==> config.mk <==
export PLATFORM = sky130hd
export DESIGN_NAME = lidar_column_ground_segmenter_core
export DESIGN_NICKNAME = d
export VERILOG_FILES = /design/src/rtl/lcgs_pkg.sv /design/src/rtl/lcgs_radius_sum.sv /design/src/rtl/lidar_column_ground_segmenter_core.sv
export SDC_FILE = /design/constraint.sdc
export NUM_CORES = 2
export LEC_CHECK = 0
export BUFFER_PORTS_ARGS = -buffer_cell sky130_fd_sc_hd__clkbuf_2
export CORE_ASPECT_RATIO = 0.7
export CORE_MARGIN = 10
export CORE_UTILIZATION = 65
export CTS_BUF_LIST = sky130_fd_sc_hd__clkbuf_16
export CTS_CLUSTER_DIAMETER = 150
export DETAILED_ROUTE_END_ITERATION = 12
export PLACE_DENSITY = 0.82
export SKIP_LAST_GASP = 1
export SYNTH_ARGS = -nofsm -noshare
export SYNTH_HDL_FRONTEND = slang
export SYNTH_SLANG_ARGS = --single-unit
==> constraint.sdc <==
create_clock -name clk_i -period 17.75 [get_ports clk_i]
set_clock_uncertainty 0.1 [all_clocks]
set_input_delay 1.775 -clock clk_i [delete_from_list [all_inputs] [get_ports clk_i]]
set_output_delay 1.775 -clock clk_i [all_outputs]
set_load 0.01 [all_outputs]
==> src/rtl/lcgs_pkg.sv <==
`timescale 1ns / 1ps
// ----------------------------------------------------------------------------
// lcgs_pkg
// shared constants and types of the lidar column ground segmenter
// ----------------------------------------------------------------------------
package lcgs_pkg;

  localparam int ROWS   = 64;
  localparam int ROW_AW = (ROWS > 1) ? $clog2(ROWS) : 1;
  localparam int CNT_W  = $clog2(ROWS + 1);

  localparam int ROW_W   = 6;
  localparam int TBL_W   = 16;
  localparam int RANGE_W = 18;
  localparam int Z_W     = 16;
  localparam int TAG_W   = 20;
  localparam int SUM_W   = TBL_W + ROW_W;

  localparam int IN_TDATA_W  = 80;
  localparam int OUT_TDATA_W = 24;

  localparam logic REQ_LOAD  = 1'b0;
  localparam logic REQ_POINT = 1'b1;

  localparam logic [TBL_W-1:0] THR_RESET = 16'd300;

  typedef struct packed {
    logic             start;
    logic [ROW_W-1:0] row_lo;
    logic [ROW_W-1:0] row_hi;
  } sum_req_t;

  typedef struct packed {
    logic             done;
    logic [SUM_W-1:0] sum;
  } sum_rsp_t;

endpackage

==> src/rtl/lcgs_radius_sum.sv <==
`timescale 1ns / 1ps
// ----------------------------------------------------------------------------
// lcgs_radius_sum
// radius increment table and serial accumulator over a row gap
// ----------------------------------------------------------------------------
module lcgs_radius_sum (
  input  logic                         clk_i,
  input  logic                         rst_ni,
  input  logic                         tbl_we_i,
  input  logic [lcgs_pkg::ROW_AW-1:0]  tbl_addr_i,
  input  logic [lcgs_pkg::TBL_W-1:0]   tbl_wdata_i,
  input  lcgs_pkg::sum_req_t           req_i,
  output lcgs_pkg::sum_rsp_t           rsp_o
);

  logic [lcgs_pkg::TBL_W-1:0] mem_q [lcgs_pkg::ROWS];
  logic [lcgs_pkg::TBL_W-1:0] rdata_q;
  logic                       rd_en;
  logic                       busy_q, busy_d;
  logic                       pend_q, pend_d;
  logic                       pend_ok_q, pend_ok_d;
  logic                       done_q, done_d;
  logic [lcgs_pkg::ROW_W-1:0] ti_q, ti_d;
  logic [lcgs_pkg::ROW_W-1:0] hi_q, hi_d;
  logic [lcgs_pkg::SUM_W-1:0] acc_q, acc_d;

  always_comb begin
    busy_d    = busy_q;
    pend_d    = pend_q;
    pend_ok_d = pend_ok_q;
    done_d    = 1'b0;
    ti_d      = ti_q;
    hi_d      = hi_q;
    acc_d     = acc_q;
    rd_en     = 1'b0;
    if (req_i.start) begin
      busy_d    = 1'b1;
      ti_d      = req_i.row_lo;
      hi_d      = req_i.row_hi;
      acc_d     = '0;
      pend_d    = 1'b0;
      pend_ok_d = 1'b0;
    end else if (busy_q) begin
      if (pend_q && pend_ok_q) begin
        acc_d = acc_q + lcgs_pkg::SUM_W'(rdata_q);
      end
      if (ti_q < hi_q) begin
        rd_en     = 1'b1;
        pend_d    = 1'b1;
        pend_ok_d = (32'(ti_q) < lcgs_pkg::ROWS);
        ti_d      = ti_q + lcgs_pkg::ROW_W'(1);
      end else begin
        pend_d = 1'b0;
        if (!pend_q) begin
          busy_d = 1'b0;
          done_d = 1'b1;
        end
      end
    end
  end

  always_ff @(posedge clk_i or negedge rst_ni) begin
    if (!rst_ni) begin
      busy_q    <= 1'b0;
      pend_q    <= 1'b0;
      pend_ok_q <= 1'b0;
      done_q    <= 1'b0;
      ti_q      <= '0;
      hi_q      <= '0;
      acc_q     <= '0;
    end else begin
      busy_q    <= busy_d;
      pend_q    <= pend_d;
      pend_ok_q <= pend_ok_d;
      done_q    <= done_d;
      ti_q      <= ti_d;
      hi_q      <= hi_d;
      acc_q     <= acc_d;
    end
  end

  always_ff @(posedge clk_i) begin
    if (tbl_we_i) begin
      mem_q[tbl_addr_i] <= tbl_wdata_i;
    end
    if (rd_en) begin
      rdata_q <= mem_q[lcgs_pkg::ROW_AW'(ti_q)];
    end
  end

  assign rsp_o.done = done_q;
  assign rsp_o.sum  = acc_q;

endmodule

==> src/rtl/lidar_column_ground_segmenter_core.sv <==
`timescale 1ns / 1ps
// ----------------------------------------------------------------------------
// lidar_column_ground_segmenter_core
// splits one lidar column into segments and labels each ground or non-ground
// ----------------------------------------------------------------------------
// usage
//   s_axis carries loads (tuser 0: table entry at row) and points (tuser 1),
//   points of a column in rising row order, tlast on the last point of the
//   column. m_axis returns the tag of every point of a closed segment with
//   its label in tuser, tlast on the final result caused by one input.
//   cfg_we_i writes the height spread threshold; the user does so only while
//   the block is idle, which the block itself does not enforce.
// sequence
//   a load is taken in idle, and so is a point that starts a column. a later
//   point of the column first sums the radius table entries from the previous
//   row up to its own row, exclusive, one entry a cycle. a segment that closes
//   first latches its label, then each tag goes through tag memory read, output
//   load and the output transaction, which waits for the receiver. one item
//   is in work at a time.
// reset
//   segment state is cleared and the threshold returns to 300 mm; the table
//   is undefined until loaded. a stalled receiver holds the block, the
//   result stays in the output register and no input is taken meanwhile.
// ----------------------------------------------------------------------------
module lidar_column_ground_segmenter_core (
  input  logic                              clk_i,
  input  logic                              rst_ni,
  input  logic                              cfg_we_i,
  input  logic [lcgs_pkg::TBL_W-1:0]        cfg_wdata_i,
  input  logic                              s_axis_tvalid,
  output logic                              s_axis_tready,
  // row, table_value_mm, range_mm, height_mm, point_tag, zero pad
  input  logic [lcgs_pkg::IN_TDATA_W-1:0]   s_axis_tdata,
  // req_type
  input  logic                              s_axis_tuser,
  input  logic                              s_axis_tlast,
  output logic                              m_axis_tvalid,
  input  logic                              m_axis_tready,
  // point_tag_res, zero pad
  output logic [lcgs_pkg::OUT_TDATA_W-1:0]  m_axis_tdata,
  // is_ground
  output logic                              m_axis_tuser,
  output logic                              m_axis_tlast
);

  localparam logic [2:0] ST_IDLE    = 3'd0;
  localparam logic [2:0] ST_SUM     = 3'd1;
  localparam logic [2:0] ST_CLOSE   = 3'd2;
  localparam logic [2:0] ST_FL_RD   = 3'd3;
  localparam logic [2:0] ST_FL_LD   = 3'd4;
  localparam logic [2:0] ST_FL_WAIT = 3'd5;

  logic [2:0] state_q, state_d;

  logic [lcgs_pkg::ROW_W-1:0]   in_row;
  logic [lcgs_pkg::TBL_W-1:0]   in_tbl;
  logic [lcgs_pkg::RANGE_W-1:0] in_range;
  logic signed [lcgs_pkg::Z_W-1:0] in_z;
  logic [lcgs_pkg::TAG_W-1:0]   in_tag;

  logic [lcgs_pkg::TBL_W-1:0]   thr_q, thr_d;
  logic [lcgs_pkg::CNT_W-1:0]   count_q, count_d;
  logic [lcgs_pkg::CNT_W-1:0]   k_q, k_d;
  logic [lcgs_pkg::ROW_W-1:0]   prev_row_q, prev_row_d;
  logic [lcgs_pkg::RANGE_W-1:0] prev_range_q, prev_range_d;
  logic signed [lcgs_pkg::Z_W-1:0] hmax_q, hmax_d, hmin_q, hmin_d;
  logic [lcgs_pkg::ROW_W-1:0]   row_q, row_d;
  logic [lcgs_pkg::RANGE_W-1:0] range_q, range_d;
  logic signed [lcgs_pkg::Z_W-1:0] z_q, z_d;
  logic [lcgs_pkg::TAG_W-1:0]   tag_q, tag_d;
  logic                         end_q, end_d;
  logic                         mode_q, mode_d;
  logic                         ground_q, ground_d;

  logic                         out_valid_q, out_valid_d;
  logic [lcgs_pkg::TAG_W-1:0]   out_tag_q, out_tag_d;
  logic                         out_ground_q, out_ground_d;
  logic                         out_last_q, out_last_d;

  logic [lcgs_pkg::TAG_W-1:0]   tag_mem_q [lcgs_pkg::ROWS];
  logic [lcgs_pkg::TAG_W-1:0]   tag_rdata_q;
  logic                         tag_we, tag_re;
  logic [lcgs_pkg::ROW_AW-1:0]  tag_waddr;
  logic [lcgs_pkg::TAG_W-1:0]   tag_wdata;

  logic                         tbl_we;
  lcgs_pkg::sum_req_t           sum_req;
  lcgs_pkg::sum_rsp_t           sum_rsp;

  logic signed [lcgs_pkg::Z_W:0] spread;
  logic                         ground_now;
  logic [lcgs_pkg::RANGE_W-1:0] diff;
  logic                         last_tag;

  assign in_row   = s_axis_tdata[5:0];
  assign in_tbl   = s_axis_tdata[21:6];
  assign in_range = s_axis_tdata[39:22];
  assign in_z     = s_axis_tdata[55:40];
  assign in_tag   = s_axis_tdata[75:56];

  assign spread     = {hmax_q[lcgs_pkg::Z_W-1], hmax_q} - {hmin_q[lcgs_pkg::Z_W-1], hmin_q};
  assign ground_now = !((count_q > lcgs_pkg::CNT_W'(1)) &&
                        (spread > $signed({1'b0, thr_q})));
  assign diff       = (range_q >= prev_range_q) ? (range_q - prev_range_q)
                                                : (prev_range_q - range_q);
  assign last_tag   = (k_q == (count_q - lcgs_pkg::CNT_W'(1)));

  assign s_axis_tready = (state_q == ST_IDLE);

  lcgs_radius_sum u_radius_sum (
    .clk_i       (clk_i),
    .rst_ni      (rst_ni),
    .tbl_we_i    (tbl_we),
    .tbl_addr_i  (lcgs_pkg::ROW_AW'(in_row)),
    .tbl_wdata_i (in_tbl),
    .req_i       (sum_req),
    .rsp_o       (sum_rsp)
  );

  always_comb begin
    state_d      = state_q;
    thr_d        = thr_q;
    count_d      = count_q;
    k_d          = k_q;
    prev_row_d   = prev_row_q;
    prev_range_d = prev_range_q;
    hmax_d       = hmax_q;
    hmin_d       = hmin_q;
    row_d        = row_q;
    range_d      = range_q;
    z_d          = z_q;
    tag_d        = tag_q;
    end_d        = end_q;
    mode_d       = mode_q;
    ground_d     = ground_q;
    out_valid_d  = out_valid_q;
    out_tag_d    = out_tag_q;
    out_ground_d = out_ground_q;
    out_last_d   = out_last_q;
    tag_we       = 1'b0;
    tag_re       = 1'b0;
    tag_waddr    = '0;
    tag_wdata    = tag_q;
    tbl_we       = 1'b0;
    sum_req      = '0;

    if (cfg_we_i) begin
      thr_d = cfg_wdata_i;
    end

    case (state_q)
      ST_IDLE: begin
        if (s_axis_tvalid) begin
          if (s_axis_tuser == lcgs_pkg::REQ_LOAD) begin
            tbl_we = (32'(in_row) < lcgs_pkg::ROWS);
          end else begin
            row_d   = in_row;
            range_d = in_range;
            z_d     = in_z;
            tag_d   = in_tag;
            end_d   = s_axis_tlast;
            mode_d  = 1'b1;
            if (count_q == '0) begin
              tag_we       = 1'b1;
              tag_wdata    = in_tag;
              count_d      = lcgs_pkg::CNT_W'(1);
              prev_row_d   = in_row;
              prev_range_d = in_range;
              hmax_d       = in_z;
              hmin_d       = in_z;
              if (s_axis_tlast) begin
                state_d = ST_CLOSE;
              end
            end else if (32'(count_q) < lcgs_pkg::ROWS) begin
              sum_req.start  = 1'b1;
              sum_req.row_lo = prev_row_q;
              sum_req.row_hi = in_row;
              state_d        = ST_SUM;
            end else if (s_axis_tlast) begin
              state_d = ST_CLOSE;
            end
          end
        end
      end
      ST_SUM: begin
        if (sum_rsp.done) begin
          if ({{(lcgs_pkg::SUM_W - lcgs_pkg::RANGE_W){1'b0}}, diff} < sum_rsp.sum) begin
            tag_we       = 1'b1;
            tag_waddr    = lcgs_pkg::ROW_AW'(count_q);
            count_d      = count_q + lcgs_pkg::CNT_W'(1);
            prev_row_d   = row_q;
            prev_range_d = range_q;
            if (z_q > hmax_q) begin
              hmax_d = z_q;
            end
            if (z_q < hmin_q) begin
              hmin_d = z_q;
            end
            state_d = end_q ? ST_CLOSE : ST_IDLE;
          end else begin
            mode_d  = 1'b0;
            state_d = ST_CLOSE;
          end
        end
      end
      ST_CLOSE: begin
        ground_d = ground_now;
        k_d      = '0;
        state_d  = ST_FL_RD;
      end
      ST_FL_RD: begin
        tag_re  = 1'b1;
        state_d = ST_FL_LD;
      end
      ST_FL_LD: begin
        out_valid_d  = 1'b1;
        out_tag_d    = tag_rdata_q;
        out_ground_d = ground_q;
        out_last_d   = last_tag && (mode_q || !end_q);
        state_d      = ST_FL_WAIT;
      end
      ST_FL_WAIT: begin
        if (m_axis_tready) begin
          out_valid_d = 1'b0;
          if (last_tag) begin
            if (mode_q) begin
              count_d = '0;
              state_d = ST_IDLE;
            end else begin
              tag_we       = 1'b1;
              count_d      = lcgs_pkg::CNT_W'(1);
              prev_row_d   = row_q;
              prev_range_d = range_q;
              hmax_d       = z_q;
              hmin_d       = z_q;
              mode_d       = 1'b1;
              state_d      = end_q ? ST_CLOSE : ST_IDLE;
            end
          end else begin
            k_d     = k_q + lcgs_pkg::CNT_W'(1);
            state_d = ST_FL_RD;
          end
        end
      end
      default: begin
        state_d = ST_IDLE;
      end
    endcase
  end

  always_ff @(posedge clk_i or negedge rst_ni) begin
    if (!rst_ni) begin
      state_q      <= ST_IDLE;
      thr_q        <= lcgs_pkg::THR_RESET;
      count_q      <= '0;
      k_q          <= '0;
      prev_row_q   <= '0;
      prev_range_q <= '0;
      hmax_q       <= '0;
      hmin_q       <= '0;
      mode_q       <= 1'b0;
      ground_q     <= 1'b0;
      out_valid_q  <= 1'b0;
      end_q        <= 1'b0;
    end else begin
      state_q      <= state_d;
      thr_q        <= thr_d;
      count_q      <= count_d;
      k_q          <= k_d;
      prev_row_q   <= prev_row_d;
      prev_range_q <= prev_range_d;
      hmax_q       <= hmax_d;
      hmin_q       <= hmin_d;
      mode_q       <= mode_d;
      ground_q     <= ground_d;
      out_valid_q  <= out_valid_d;
      end_q        <= end_d;
    end
  end

  always_ff @(posedge clk_i) begin
    row_q        <= row_d;
    range_q      <= range_d;
    z_q          <= z_d;
    tag_q        <= tag_d;
    out_tag_q    <= out_tag_d;
    out_ground_q <= out_ground_d;
    out_last_q   <= out_last_d;
  end

  always_ff @(posedge clk_i) begin
    if (tag_we) begin
      tag_mem_q[tag_waddr] <= tag_wdata;
    end
    if (tag_re) begin
      tag_rdata_q <= tag_mem_q[lcgs_pkg::ROW_AW'(k_q)];
    end
  end

  assign m_axis_tvalid = out_valid_q;
  assign m_axis_tdata  = {{(lcgs_pkg::OUT_TDATA_W - lcgs_pkg::TAG_W){1'b0}}, out_tag_q};
  assign m_axis_tuser  = out_ground_q;
  assign m_axis_tlast  = out_last_q;

endmodule

# ---- After elaboration in Yosys (flattened, before gate mapping)
# Memory sizes are Yosys's and may differ from the RTL's. A register that Yosys moved wholly into a read port is not among the register bits.
# Index checks and enable logic that the tools add are counted.
dict set report word_totals {
  in_bits 103
  mem_count 2
  rom_bits 0
  reg_bits 213
  ramBits 2304
  latch_bits 0
  output_inout_bits 28
  wordCells 204
}
dict set report classes {
  multipliers 0
  n_addsub 8
  shift 0
  n_reduce_logical 25
  order_cmp 8
  div_mod_pow 0
  n_mux 117
  bitwise 0
  eq_ne 18
}
# name depth word_bits read_ports rd_clocked_by_memory_dff wr line
set mem_list {}
lappend mem_list {tag_mem_q 64 20 1 1 1 lidar_column_ground_segmenter_core.sv:80} ;# logic [lcgs_pkg::TAG_W-1:0] tag_mem_q [lcgs_pkg::ROWS];
lappend mem_list {u_radius_sum.mem_q 64 16 1 1 1 lcgs_radius_sum.sv:16} ;# logic [lcgs_pkg::TBL_W-1:0] mem_q [lcgs_pkg::ROWS];
# operator n
set op_table {}
lappend op_table {{2-to-1 mux 16 bit} 12}
lappend op_table {{2-to-1 mux 18 bit} 9}
lappend op_table {{case mux 16 bit (3 select lines)} 2}
lappend op_table {{2-to-1 mux 6 bit} 14}
lappend op_table {{2-to-1 mux 20 bit} 4}
lappend op_table {{2-to-1 mux 22 bit} 3}
lappend op_table {{2-to-1 mux 13 bit} 5}
lappend op_table {{2-to-1 mux 7 bit} 9}
lappend op_table {{case mux 18 bit (3 select lines)} 1}
lappend op_table {{2-to-1 mux 1 bit} 40}
lappend op_table {{subtractor 18 bit} 2}
lappend op_table {{2-to-1 mux 3 bit} 8}
lappend op_table {{adder 22 x 16 -> 22 bit} 1}
lappend op_table {{less-than comparator 18 x 22 -> 1 bit} 1}
lappend op_table {{case mux 7 bit (3 select lines)} 1}
lappend op_table {{AND reduction 10 bit} 2}
lappend op_table {{greater-or-equal comparator 18 bit} 1}
lappend op_table {{inequality test 2 bit (second input constant)} 9}
lappend op_table {{case mux 3 bit (6 select lines)} 1}
lappend op_table {{case mux 6 bit (3 select lines)} 1}
lappend op_table {{greater-than comparator 17 bit} 1}
lappend op_table {{subtractor 16 x 16 -> 17 bit} 1}
lappend op_table {{greater-than comparator 16 bit} 1}
lappend op_table {{less-than comparator 16 bit} 1}
lappend op_table {{other kinds (28)} 46}

# ---- Longest topological paths before layout
dict set report logic_depth {
  word_depth 8
  depth_mapped 24
  mapped_depth_nobuf 21
}

# ---- By module
# From an unflattened synthesis, not the netlist that was laid out.
dict set report unflattened {
  cells_unflattened 5053
  hier_area_um2 102693.5
}
# module area_each_um2 seq_area_each_um2 cells_per_inst instances
set modules_own_cells {}
lappend modules_own_cells {lidar_column_ground_segmenter_core 60728.2 43832.0 3059 1}
lappend modules_own_cells {lcgs_radius_sum 41965.2 32180.9 1994 1}

# ---- Worst setup path before layout
# No wires, ideal clock.
dict set report synth_timing {
  kind {flip-flop to flip-flop}
  start {reg range_q[0] in the netlist's numbering}
  end {mem tag_mem_q[60][0] in the netlist's numbering, enable pin}
  n_path_buf 3
  stages_incl_launch_ff 24
  t_arrival_ps 5657
  t_required_ps 17253
  period_less_slack_ps 6153
  setup_ps 397
  setup_slack_ps 11597
  cell_sequence {edfxtp_1 inv_1 ha_1 inv_1 fa_1 a211oi_1 nor2_1 o22ai_1 o31ai_1 o221ai_1 buf_2 mux2i_1 xor2_1 ha_1 a21o_1 a21o_1 a21oi_1 o211ai_1 o211ai_2 nor2b_1 clkbuf_1 nand3_1 clkbuf_1 nor2_1}
}
dict set report synth_between {
  elab_chain_len 8
  word_cells_on_any_way 13
  cone_classes {add/sub: 2; order compare: 2; mux: 9}
}
# item line
set synth_rtl {}
lappend synth_rtl {{from (decl)} lidar_column_ground_segmenter_core.sv:68} ;# logic [lcgs_pkg::RANGE_W-1:0] range_q, range_d;
lappend synth_rtl {{from (signal assigned)} lidar_column_ground_segmenter_core.sv:283} ;# range_q <= range_d;
lappend synth_rtl {{subtractor 18 bit (tied with other cells)} lidar_column_ground_segmenter_core.sv:105} ;# : (prev_range_q - range_q);
lappend synth_rtl {{2-to-1 mux 18 bit *} lidar_column_ground_segmenter_core.sv:104} ;# assign diff = (range_q >= prev_range_q) ? (range_q - prev_range_q)
lappend synth_rtl {{less-than comparator 18 x 22 -> 1 bit *} lidar_column_ground_segmenter_core.sv:187} ;# if ({{(lcgs_pkg::SUM_W - lcgs_pkg::RANGE_W){1'b0}}, diff} < sum_rsp.sum) begin
lappend synth_rtl {{2-to-1 mux 1 bit} lidar_column_ground_segmenter_core.sv:187}
lappend synth_rtl {{2-to-1 mux 1 bit} lidar_column_ground_segmenter_core.sv:186} ;# if (sum_rsp.done) begin
lappend synth_rtl {{case mux 1 bit (3 select lines)} lidar_column_ground_segmenter_core.sv:151} ;# case (state_q)
lappend synth_rtl {{2-to-1 mux 1 bit} lidar_column_ground_segmenter_core.sv:292} ;# if (tag_we) begin
lappend synth_rtl {{2-to-1 mux 1 bit (implied by the code)} lidar_column_ground_segmenter_core.sv:293} ;# tag_mem_q[tag_waddr] <= tag_wdata;
lappend synth_rtl {{to (decl)} lidar_column_ground_segmenter_core.sv:80}
# Every way passes the cells marked *; elsewhere a longest branch is shown, timed or not.

# ---- Worst setup path after layout
dict set report layout_timing {
  start {reg range_q[0] in the netlist's numbering}
  end {mem tag_mem_q[53][17] in the netlist's numbering, enable pin}
}
# The elaborated chain is that of the path after synthesis.

==> flow_summary.json <==
{
  "status": "complete, no violations",
  "die_area_um2": 174000,
  "syn_avg_cell_area_um2": 21.0,
  "wl_met1_um": 95800,
  "power_leakage_nw": 36.8,
  "grt_max_degree": 155,
  "cts_hold_buf": 0,
  "final.min_clock_period_ns": 7.51,
  "fin_area_um2": 114000,
  "firstDrtPassIters": 9,
  "end_kind": "flop",
  "synth_edf_count": 2422,
  "irDropWorstVdd_mv": 0.140,
  "ys_ff_latch": 2553,
  "worstPathArrival_ns": 7.91,
  "critPathMaxStageDelay_ns": 0.87,
  "synth_top_area_share_pct": 71.0,
  "grt_first_pass_wirelength_um": 395000,
  "async_flop_share_pct": 5.13,
  "hold_class": "reg -> reg",
  "drive_gt1_share_pct": 28.5,
  "finalHoldViolations": 0,
  "multiInputGateArea_um2": 25200,
  "finalSetupViolations": 0,
  "wl_um": 276000,
  "synth_top_area_cell": "edfxtp_1",
  "crit_type": "reg -> reg",
  "fin_nets": 5418,
  "dieHeight_um": 352,
  "fill_cells": 8060,
  "antenna_found_initial": 26,
  "dp.final_hpwl_um": 143000,
  "tritoncts": "yes",
  "crit_buf_inv": 4,
  "slowest_stage": "nand3_1",
  "ys_dominant_reg_cell": "edfxtp_1",
  "synth_most_common_cell": "edfxtp_1",
  "path_delay_family": "compound AO/OA/AOI/OAI gates",
  "worstPathRequired_ns": 18.15,
  "yosysWarnings": 0,
  "io_buffers": 122,
  "rsz0062_at_grt": "no",
  "top_layer_used": "met5",
  "max_freq_ghz": 0.133,
  "drt.antenna.violating_nets": 0,
  "clock-root-buffer": "clkbuf_16",
  "grt_pass1_vias": 54900,
  "ys_types": 79,
  "syn_area_um2": 102000,
  "fin_crit_sh_pct": 42.3,
  "areaGrowthSynthToFinish_pct": 10.9,
  "power_mw": 17.0,
  "path_clk_slew_ns": 0.07,
  "synth_common_cells": "edfxtp_1 (2422), mux4_2 (756), nor2_1 (219), nand2_1 (207), clkbuf_1 (169)",
  "start_util_pct": 65.6,
  "overflow": 0,
  "wl_met3_um": 40900,
  "hold_depth": 0,
  "cts_buffers": 219,
  "num_vias": 54600,
  "met2_length_um": 127000,
  "r2r_cells": 22,
  "drtIter0Drc": 8805,
  "worstPathCellList": "inv_1, ha_1, inv_1, fa_1, a211oi_1, nor2_1, o22ai_1, o31ai_1, o221ai_2, buf_4, mux2i_1, xor2_1, ha_1, a21o_1, a21o_1, a21oi_1, o211ai_1, o211ai_2, nor2b_1, nand3_1, nor2_2, buf_4",
  "synthCells": 4887,
  "cts_num_sinks": 2553,
  "htree_levels": 4,
  "final_max_slew_viol_count": 0,
  "rrSetupSlack_ns": 10.24,
  "synth.area.top_cells": "edfxtp_1 (71%), mux4_2 (17%), dfrtp_1 (3.1%), ha_1 (1.7%), nor2_1 (0.80%)",
  "rows": 121,
  "place_area_um2": 106000,
  "worstMarginPinSlew_ns": 1.40,
  "ios": 131,
  "postCtsSetupBuffers": 0,
  "cts_resized": 0,
  "core_um2": 156000,
  "clockBufferDepth": 3,
  "wire_per_inst_um": 37.0,
  "power_density_nw_per_um2": 150,
  "ff_latch_area_um2": 76000,
  "relSlewSlack_pct": 6.94,
  "die_w_um": 495,
  "ys_seq_area_share_pct": 74.2,
  "gp_congestion": 0.890,
  "drc": 0,
  "critPathMaxFanout": 28,
  "timing.setup.tns_ns": 0,
  "worstSetupPathDepth": 22,
  "track_usage_pct": 31.4,
  "worstSkewPairLatency_ns": 0.87,
  "routed_via_density": 7.32,
  "drv_cap": 0,
  "setup.worst_path.start_class": "flop"
}
cell families (layout without fill, tap and decap cells):
kind of cell	after synthesis	count (layout)	share of synthesized area [%]
compound gates	354	354	2.25
xor+xnor	51	51	0.436
fa+ha+maj	145	145	1.80
buf+inv	371	838	1.42
flops	2553	2553	74.2
mux	822	822	17.4
other cells	1	18	0.00366
simple gates	590	590	2.55
final timing paths:
kind                                     start                   end
worst max-delay path                range_q[0]     tag_mem_q[53][17]
worst min-delay path            tag_rdata_q[9]          out_tag_q[9]
worst max register to register      range_q[0]     tag_mem_q[53][17]
worst min register to register  tag_rdata_q[9]          out_tag_q[9]
max in group asynchronous               rst_ni  u_radius_sum.ti_q[0]
min in group asynchronous               rst_ni              thr_q[1]
per-layer routing:
layer	global-route usage [%]	up-vias
met5	0	-
met4	11.5	18
met3	9.64	819
met2	46.6	5009
met1	44.6	28100
li1	-	20700
cell type report:
cell class | instances | share of cell area (%)
Multi-Input combinational cell | 1966 | 22.2
Inverter | 127 | 0.420
Tap cell | 2091 | 2.30
Timing Repair Buffer | 303 | 1.85
Clock inverter | 185 | 1.41
Antenna cell | 14 | 0.0308
Sequential cell | 2553 | 66.9
Clock buffer | 223 | 4.91
power by group:
part	total [mW]	leakage (nW)	internal, mW	switching, mW
Combinational	4.89	9.82	2.14	2.75
Clock	4.88	3.67	2.65	2.23
Sequential	7.23	23.3	6.93	0.298
Total	17.0	36.8	11.7	5.28
state kept, by name, summed over array words and instances, names as in the netlist, 6 cells and up:
name,cells
k_q,7
u_radius_sum.acc_q,22
out_tag_q,20
tag_mem_q,1280
hmin_q,16
u_radius_sum.hi_q,6
range_q,18
prev_row_q,6
u_radius_sum.rdata_q,16
row_q,6
u_radius_sum.mem_q,1024
hmax_q,16
prev_range_q,18
tag_rdata_q,20
thr_q,16
count_q,7
z_q,16
u_radius_sum.ti_q,6
tag_q,20
cell usage in the layout, fill, tap and decap left out, drive strengths merged, types with 13 or more instances in the layout:
| master | synthesis | layout |
|---|---|---|
| a211oi | 15 | 15 |
| a21o | 47 | 47 |
| a21oi | 89 | 89 |
| a31oi | 37 | 37 |
| buf | 75 | 186 |
| bufinv | 0 | 25 |
| clkbuf | 169 | 340 |
| clkinv | 0 | 97 |
| clkinvlp | 0 | 13 |
| dfrtp | 127 | 127 |
| diode | 0 | 14 |
| edfxtp | 2422 | 2422 |
| ha | 141 | 141 |
| inv | 127 | 177 |
| mux2 | 54 | 54 |
| mux4 | 756 | 756 |
| nand2 | 207 | 207 |
| nand2b | 13 | 13 |
| nand3 | 32 | 32 |
| nand4 | 20 | 20 |
| nor2 | 221 | 221 |
| nor2b | 25 | 25 |
| nor3 | 20 | 20 |
| o21a | 15 | 15 |
| o21ai | 76 | 76 |
| xnor2 | 37 | 37 |
| xor2 | 14 | 14 |
worst reg2reg max path: cells and delay by family, from the launching register on:
family,cells,cell delay [ns]
simple gates,4,1.95
compound gates,9,2.40
flops,1,0.43
xor+xnor,1,0.21
buf+inv,4,0.91
mux,1,0.27
fa+ha+maj,3,0.87
stage by stage:
| step | hold slack, ns | worst slack [ns] | utilization (%) | cells |
|---|---|---|---|---|
| 6_report | 0.312 | 10.24 | 72.8 | 7462 |
| 5_1_grt | 0.320 | 9.75 | 72.8 | 7453 |
| 4_1_cts | 0.311 | 10.35 | 72.7 | 7442 |
| 3_5_place_dp | 0.305 | 10.60 | 68.1 | 7034 |
| 3_3_place_gp | 0.303 | 10.71 | 68.1 | 7034 |
| 2_1_floorplan | 0.300 | 11.60 | - | 4890 |
Power figures use the tool's default switching activity.
